`src/design/rde_pkg.sv`:
```
// Shared types and constants for the repeating decimal expander.
`default_nettype none
package rde_pkg;
    localparam int DW = 12;
    localparam int DENOM_MAX_DEF = 4096;
    localparam int SHOWN_DIGITS_DEF = 50;
    localparam int DIGIT_DEPTH = 64;
    localparam int EPOCH_W = 8;

    localparam logic [2:0] KIND_INT    = 3'd0;
    localparam logic [2:0] KIND_PRE    = 3'd1;
    localparam logic [2:0] KIND_CYCLE  = 3'd2;
    localparam logic [2:0] KIND_TRUNC  = 3'd3;
    localparam logic [2:0] KIND_LENGTH = 3'd4;

    typedef struct packed {
        logic [DW-1:0] num;
        logic [DW-1:0] den;
    } frac_t;
endpackage
`default_nettype wire

```
`src/design/rde_front.sv`:
```
// Front end: takes fraction commands and fixes up the denominator.
`default_nettype none
module rde_front #(
    parameter int DENOM_MAX = rde_pkg::DENOM_MAX_DEF
) (
    input  wire logic                 clk,
    input  wire logic                 rst_n,
    input  wire logic                 start,
    output logic                      busy,
    input  wire logic [rde_pkg::DW-1:0] numerator,
    input  wire logic [rde_pkg::DW-1:0] denominator,
    input  wire logic                 full,
    output logic                      push,
    output rde_pkg::frac_t            item
);
    import rde_pkg::*;

    localparam int DEN_LIM = (DENOM_MAX - 1 < (1 << DW) - 1) ? DENOM_MAX - 1 : (1 << DW) - 1;

    logic [DW-1:0] den_fix;
    logic          busy_reg;

    // A zero denominator acts as one; large ones saturate to DENOM_MAX - 1.
    always_comb
    begin
        if (denominator == '0)
            den_fix = DW'(1);
        else if (32'(denominator) > DEN_LIM)
            den_fix = DW'(DEN_LIM);
        else
            den_fix = denominator;
    end

    // Busy is the queue full flag ORed with a registered copy of it.
    always_ff @(posedge clk or negedge rst_n)
    begin
        if (!rst_n)
            busy_reg <= 1'b0;
        else
            busy_reg <= full;
    end

    assign busy     = busy_reg | full;
    assign push     = start & ~busy;
    assign item.num = numerator;
    assign item.den = den_fix;
endmodule
`default_nettype wire

```
`config.mk`:
```
export PLATFORM = sky130hd
export DESIGN_NAME = rde_front
export DESIGN_NICKNAME = d
export VERILOG_FILES = /design/src/design/rde_pkg.sv /design/src/design/rde_front.sv
export SDC_FILE = /design/constraint.sdc
export NUM_CORES = 1
export LEC_CHECK = 0
export ABC_AREA = 1
export BUFFER_PORTS_ARGS = -buffer_cell sky130_fd_sc_hd__buf_2
export CORE_AREA = 2 2 39 41
export CTS_BUF_LIST = sky130_fd_sc_hd__clkbuf_2 sky130_fd_sc_hd__clkbuf_4 sky130_fd_sc_hd__clkbuf_8
export DETAILED_ROUTE_END_ITERATION = 7
export DIE_AREA = 0 0 41 43
export HOLD_SLACK_MARGIN = 0.03
export SYNTH_ARGS = -nofsm -noshare
export SYNTH_HDL_FRONTEND = slang
export SYNTH_SLANG_ARGS = --single-unit
```
`constraint.sdc`:
```
create_clock -name clk -period 1.8 [get_ports clk]
set_clock_uncertainty 0.1 [all_clocks]
set_input_delay 0.27 -clock clk [delete_from_list [all_inputs] [get_ports clk]]
set_output_delay 0.27 -clock clk [all_outputs]
set_load 0.01 [all_outputs]
```
==> results.tsv <==
stage	metric	value	unit
route	wl_met3	126	µm
grt	antenna_found_initial	0	
route	drtAntennaViolNets	0	
status	status	completed	
route	drc_errors	0	
route	wirelength	412	µm
placed_design	routabilityCongestion	0.6483	
finish	fin_nets	77	
synthesis	synthMuxAreaShare	0	%
synthesis	synth-edff-count	0	
synthesis	synth.most_common_cell	buf_4	
route	drt-pass1-iter-count	1	
synthesis	synth_xor_area_share	0	%
synthesis	synth_top_family_by_area	buffers and inverters	
grt	overflow	0	
job	maxCapViolCount	0	
die	boundaryPins	54	
critical_path	cp.arrival	0.83	ns
timing	finalSetupViolations	0	
timing	rsz0062_at_grt	no	
synthesis	synthAdderAreaFrac	0	%
synthesis	synthSimpleGateAreaFrac	25.99	%
finish	areaGrowthSynthToFinish	19.77	%
critical_path	cp-end-kind	output port	
die	die_height	43	µm
grt	grt_pass1_wl	462	µm
synthesis	synthFlopType	dfrtp_1	
timing	slew_violations	0	
clocking	path_clk_slew	0	ns
timing	finalHoldViolations	0	
clocking	cts_setup_buffers	0	
pwr	power_leakage	0.1647	nW
placed_design	placed_cells	62	
die	dieArea	1763	µm²
synthesis	synth_top_cells_by_count	buf_4 (12), clkbuf_1 (11), nor2_1 (8), nand2_1 (4), inv_1 (2)	
critical_path	cp_slowest_cell	buf_2	
route	drt_iter0_drc	0	
synthesis	synth_cell_types	8	
timing	finalCriticalPeriod	1.199	ns
route	met1Wirelength	104	µm
die	coreArea	1384	µm²
synthesis	ys_seq_area_share	11.30	%
critical_path	worst-path-max-fanout	2	
timing	fmax	834.3	MHz
route	wl_per_cell	6.540	µm
timing	worst_slew_pin_slew	0.08191	ns
finish	largest_reg_flops	1	
grt	grt_pass1_vias	158	
route	vias_per_cell	3.698	
timing	max_slew_margin	94.52	%
critical_path	setup.worst_path.start_class	primary input	
pwr	finalPower	0.07481	mW
placed_design	placed_area	255.2	µm²
pwr	power.density	282.0	nW/µm²
timing	finalSetupTns	0	ns
timing	finalHoldWorstSlack	0.2891	ns
route	via_count	233	
die	die_w	41	µm
critical_path	cp.required	1.43	ns
route	route.met2.wl	180	µm
grt	grt_max_degree	3	
grt	grt_usage	3.504	%
placed_design	dp_slack	0.5875	ns
placed_design	port_buffers	29	
placed_design	dp_hpwl	383.4	µm
synthesis	postSynthCellCount	40	
critical_path	path_class	in2out	
synthesis	synth_area_per_cell	5.537	µm²
min_path	hp-class	in2reg	
synthesis	synth_area_leader_cell	buf_4	
synthesis	ys_ff_latch	1	
synthesis	yosys-top-cells-area	buf_4 (41%), clkbuf_1 (19%), nor2_1 (14%), dfrtp_1 (11%), nand2_1 (6.8%)	
critical_path	max_stage_delay	0.12	ns
finish	drive_above_1_share	61.70	%
timing	period_share	66.59	%
synthesis	syn_area	221.5	µm²
synthesis	synthArstFlopShare	100.0	%
synthesis	syn_nets	68	
synthesis	synth-compound-area-share	0	%
die	rows	14	
route	routed.top_layer	met3	
synthesis	yosys_warnings	0	
pwr	max-vdd-ir-drop	0.1214	mV
finish	final_util	19.17	%
finish	instances_no_fill	63	
synthesis	synth_top_area_share	40.68	%
critical_path	path_cells	buf_2 > nor2_1 > nand2_1 > nor2_1 > nand2_1 > nand2_1 > buf_2	
finish	diodes	0	
finish	final_cell_area	265.3	µm²
die	start_util	16.00	%
critical_path	cpMostUsedCell	nand2_1	
timing	setup_slack	0.6014	ns
placed cells by master (no fill, tap or decap):
| cell | instances |
|---|---|
| and2_0 | 1 |
| buf_2 | 29 |
| dfrtp_1 | 1 |
| dlygate4sd3_1 | 1 |
| inv_1 | 2 |
| nand2_1 | 4 |
| nor2_1 | 8 |
| or2_1 | 1 |
power by group:
part	switching, mW	internal (mW)	total, mW
Clock	0	0	0
Combinational	0.0238	0.0267	0.0505
Sequential	0.000284	0.0240	0.0243
metal layers:
| layer | vias up | global-route usage [%] |
|---|---|---|
| met4 | 0 | 0.6667 |
| met3 | 0 | 0.5236 |
| li1 | 109 | - |
| met2 | 33 | 8.125 |
| met1 | 91 | 2.229 |
| met5 | - | 0 |
layout make-up:
cell class              instances  area [µm²]
well taps                      16       20.02
flip-flops and latches          1       25.02
multi-input cells              14       57.56
fillers                       160        1119
repair buffers                 30       155.1
inverters                       2       7.507
worst max-delay path: cells and delay by family:
| family | cells | cell delay (ns) |
|---|---|---|
| AND/OR/NAND/NOR | 5 | 0.34 |
| buffers and inverters | 2 | 0.22 |
cells by family (layout without fill, tap and decap cells):
group / Yosys count / count (layout)
simple gates: 14 / 14
buf+inv: 25 / 32
flops: 1 / 1
final timing paths:
kind,startpoint,endpoint,depth (start not counted)
max,denominator[1],item[0],7
min,full,busy_reg,1
max in group asynchronous,rst_n,busy_reg,2
min in group asynchronous,rst_n,busy_reg,2
repair_timing:
item / CTS / global route
hold buffers: 1 / 0
hold endpoints to repair: 1 / 0
gates resized for setup: 0 / 0
endpoints found under the setup margin: 0 / 0
(Power assumes the default switching activity.)
