[src/design/rde_pkg.sv]
// Shared types and constants for the repeating decimal expander.
`default_nettype none
package rde_pkg;
    localparam int DW = 12;
    localparam int DENOM_MAX_DEF = 4096;
    localparam int SHOWN_DIGITS_DEF = 50;
    localparam int DIGIT_DEPTH = 64;
    localparam int EPOCH_W = 8;

    localparam logic [2:0] KIND_INT    = 3'd0;
    localparam logic [2:0] KIND_PRE    = 3'd1;
    localparam logic [2:0] KIND_CYCLE  = 3'd2;
    localparam logic [2:0] KIND_TRUNC  = 3'd3;
    localparam logic [2:0] KIND_LENGTH = 3'd4;

    typedef struct packed {
        logic [DW-1:0] num;
        logic [DW-1:0] den;
    } frac_t;
endpackage
`default_nettype wire

[src/design/rde_queue.sv]
// Two-entry queue between the front end and the digit engine.
`default_nettype none
module rde_queue (
    input  wire logic     clk,
    input  wire logic     rst_n,
    input  wire logic     push,
    input  rde_pkg::frac_t wdata,
    output logic          full,
    input  wire logic     pop,
    output logic          valid,
    output rde_pkg::frac_t rdata
);
    import rde_pkg::*;

    frac_t       slot_reg [2];
    logic        wr_ptr_reg;
    logic        rd_ptr_reg;
    logic [1:0]  count_reg;

    // Pointers and fill count.
    always_ff @(posedge clk or negedge rst_n)
    begin
        if (!rst_n)
        begin
            wr_ptr_reg <= 1'b0;
            rd_ptr_reg <= 1'b0;
            count_reg  <= 2'd0;
        end
        else
        begin
            if (push)
                wr_ptr_reg <= ~wr_ptr_reg;
            if (pop)
                rd_ptr_reg <= ~rd_ptr_reg;
            if (push && !pop)
                count_reg <= count_reg + 2'd1;
            else if (pop && !push)
                count_reg <= count_reg - 2'd1;
        end
    end

    // Entry storage.
    always_ff @(posedge clk)
    begin
        if (push)
            slot_reg[wr_ptr_reg] <= wdata;
    end

    assign full  = count_reg == 2'd2;
    assign valid = count_reg != 2'd0;
    assign rdata = slot_reg[rd_ptr_reg];
endmodule
`default_nettype wire

[config.mk]
export PLATFORM = sky130hd
export DESIGN_NAME = rde_queue
export DESIGN_NICKNAME = d
export VERILOG_FILES = /design/src/design/rde_pkg.sv /design/src/design/rde_queue.sv
export SDC_FILE = /design/constraint.sdc
export NUM_CORES = 1
export LEC_CHECK = 0
export BUFFER_PORTS_ARGS = -buffer_cell sky130_fd_sc_hd__buf_2
export CAP_MARGIN = 10
export CORE_MARGIN = 10
export CORE_UTILIZATION = 51
export DETAILED_ROUTE_END_ITERATION = 6
export PLACE_DENSITY = 0.78
export SETUP_SLACK_MARGIN = 0.1
export SLEW_MARGIN = 10
export SYNTH_ARGS = -nofsm -noshare
export SYNTH_HDL_FRONTEND = slang
export SYNTH_SLANG_ARGS = --single-unit
[constraint.sdc]
create_clock -name clk -period 2.05 [get_ports clk]
set_input_delay 0.1025 -clock clk [delete_from_list [all_inputs] [get_ports clk]]
set_output_delay 0.1025 -clock clk [all_outputs]
set_load 0.1 [all_outputs]
==> flow_metrics.tcl <==
set metrics [dict create \
    antenna_cells 0 \
    cts_buffer_depth 2 \
    dieArea_um2 6890 \
    htreeDepth 2 \
    rows 22 \
    hp-start "wdata[4]" \
    fin_crit_sh 0.873 \
    die_y_um 83.0 \
    core_um2 3740 \
    portBuffers 53 \
    avgSynthCellArea_um2 22.2 \
    grt_pass1_vias 1237 \
    fin_skew_ns 0.00313 \
    gp_congestion 0.701 \
    slowest_stage "dfrtp_1" \
    ys_ff_latch 52 \
    yosysMostFrequentCell "edfxtp_1" \
    largest_reg_flops 48 \
    dp.cells 195 \
    synthCells 91 \
    drtAntennaViolNets 0 \
    io_pins 54 \
    worstHoldEndpoint "slot_reg[0][4]" \
    use_met2 0.212 \
    async_flop_share 0.0769 \
    gr-usage-met3 0.0518 \
    period_needed_ns 1.79 \
    ys.warnings.count 0 \
    fp.dieW_um 83.0 \
    synth_ff_type "edfxtp_1" \
    r2r_cells 2 \
    route.detailed.drc 0 \
    dp_hpwl_um 3010 \
    r2r_slack_ns 0.65 \
    dr.pass1.iters 4 \
    syn-num-nets 120 \
    synthMuxAreaShare 0.169 \
    worstPathArrival_ns 1.69 \
    antenna_found_initial 0 \
    stdcell_count 225 \
    synthXorXnorAreaFrac 0.0216 \
    cts_buffers 5 \
    synthAdderAreaFrac 0.00618 \
    synth_common_cells "edfxtp_1 (48), mux2_4 (19), mux2_2 (5), dfrtp_1 (4), xor2_1 (4)" \
    synth_top_area_cell "edfxtp_1" \
    critPathMaxStageDelay_ns 0.58 \
    finalWirelength_um 4130 \
    finalSetupTns_ns 0 \
    areaGrowthSynthToFinish_pct 48.5 \
    clk_latency_ns 0.29 \
    synth_top_family_by_area "multiplexers" \
    rsz0062_at_grt "false" \
    crit_path_end_kind "primary output" \
    grtUsageMet1 0.122 \
    synth_cell_types 14 \
    start_kind "register" \
    yosysSeqAreaShare 0.762 \
    cp.required_ns 1.95 \
    hold_viol 0 \
    cts_resized 0 \
    synth_area_um2 2020 \
    gr-max-usage-layer "met2" \
    synth_compound_area_frac 0 \
    tightest_slew_ns 0.491 \
    synth-simple-area-share 0.0142 \
    synth.area.top_cells "edfxtp_1 (71%), mux2_4 (14%), dfrtp_1 (4.9%), mux2_2 (2.8%), buf_12 (2.0%)" \
    critPathMaxFanout 10 \
    crit_family "flip-flops" \
    start_util 0.540 \
    critical_path_depth 3 \
    criticalPathCategory "register to primary output" \
    drive_above_1_share 0.508 \
    hold_depth 1 \
    fmax_mhz 559 \
    clock_sinks 52 \
    clkTransAtPathRegs_ns 0.08 \
    slew_headroom 0.675 \
    num-nets-final 205 \
    drv_cap 0 \
    rr_startpoint "wr_ptr_reg" \
    grt_first_pass_wirelength_um 6490 \
    via_per_inst 4.88 \
    yosysTopAreaCellShare 0.712 \
    wl_per_cell_um 18.4 \
    fin_ws_ns 0.261 \
    finalSetupViolations 0 \
    drtIter0Drc 43 \
    crit_buf_inv 2 \
    vias 1098 \
    synth_edf_count 48 \
    r2r-end "slot_reg[0][20]" \
    outcome "complete, no violations" \
    grtUsageTotal 0.118 \
    grt_max_degree 15 \
    overflow 0 \
    hold_class "input port to register" \
    final_max_slew_viol_count 0 \
    pre_cts_ws_ns 0.568 \
    cts_tree "yes" \
    crit_chain "buf_4, mux2_4, buf_12" \
    root_buffer "clkbuf_8" \
]
worst max path at each step:
stage | start | endpoint
2_1_floorplan | wr_ptr_reg | slot_reg[0][0]
3_3_place_gp | rd_ptr_reg | rdata[12]
3_5_place_dp | rd_ptr_reg | rdata[5]
4_1_cts | rd_ptr_reg | rdata[5]
5_1_grt | rd_ptr_reg | rdata[4]
6_report | rd_ptr_reg | rdata[5]
final cells by class:
cell class | instances | area, µm²
Fill cell | 210 | 738
Timing Repair Buffer | 81 | 891
Clock buffer | 7 | 76.3
Tap cell | 48 | 60.1
Multi-Input combinational cell | 35 | 429
Inverter | 1 | 3.75
Clock inverter | 1 | 3.75
Sequential cell | 52 | 1540
kinds of logic after synthesis:
group,Yosys count
buf+inv,4
fa+ha+maj,1
xor+xnor,5
flops,52
simple gates,5
mux,24
layer usage:
layer / vias to the layer above / wire length (µm)
met5: - / 0
met4: 0 / 14
met3: 3 / 268
met2: 41 / 2230
met1: 540 / 1620
li1: 514 / -
per-stage QoR:
step	hold slack (ns)	cell area, µm²	utilization
after detailed placement	-0.0803	2710	0.723
after floorplan	-0.193	2020	-
after global routing	0.00305	3010	0.803
after CTS	0.00174	2980	0.795
after global placement	-0.0911	2710	0.723
final	0.00988	3010	0.803
cell usage in the layout, fill, tap and decap left out:
master / Yosys / final
clkbuf_1: 0 / 2
edfxtp_1: 48 / 48
ha_1: 1 / 1
xnor2_1: 1 / 1
clkinv_1: 0 / 1
buf_12: 2 / 24
and2_1: 1 / 1
mux2_2: 5 / 5
clkbuf_8: 0 / 5
nor2b_1: 2 / 1
mux2_4: 19 / 19
or2_2: 1 / 1
inv_1: 1 / 1
buf_2: 0 / 29
buf_4: 0 / 6
dlygate4sd3_1: 0 / 22
nor2_1: 1 / 1
dfrtp_1: 4 / 4
nor2b_2: 0 / 1
xor2_1: 4 / 4
repair_timing:
action                                  4_1_cts  5_1_grt
hold endpoints to repair                     40        4
setup buffers                                 0        0
endpoints found under the setup margin        0        0
hold buffers                                 19        3
Power is left out: the tool's default activity adds up to more than one toggle a clock period on the data nets, which glitch-free logic cannot reach.
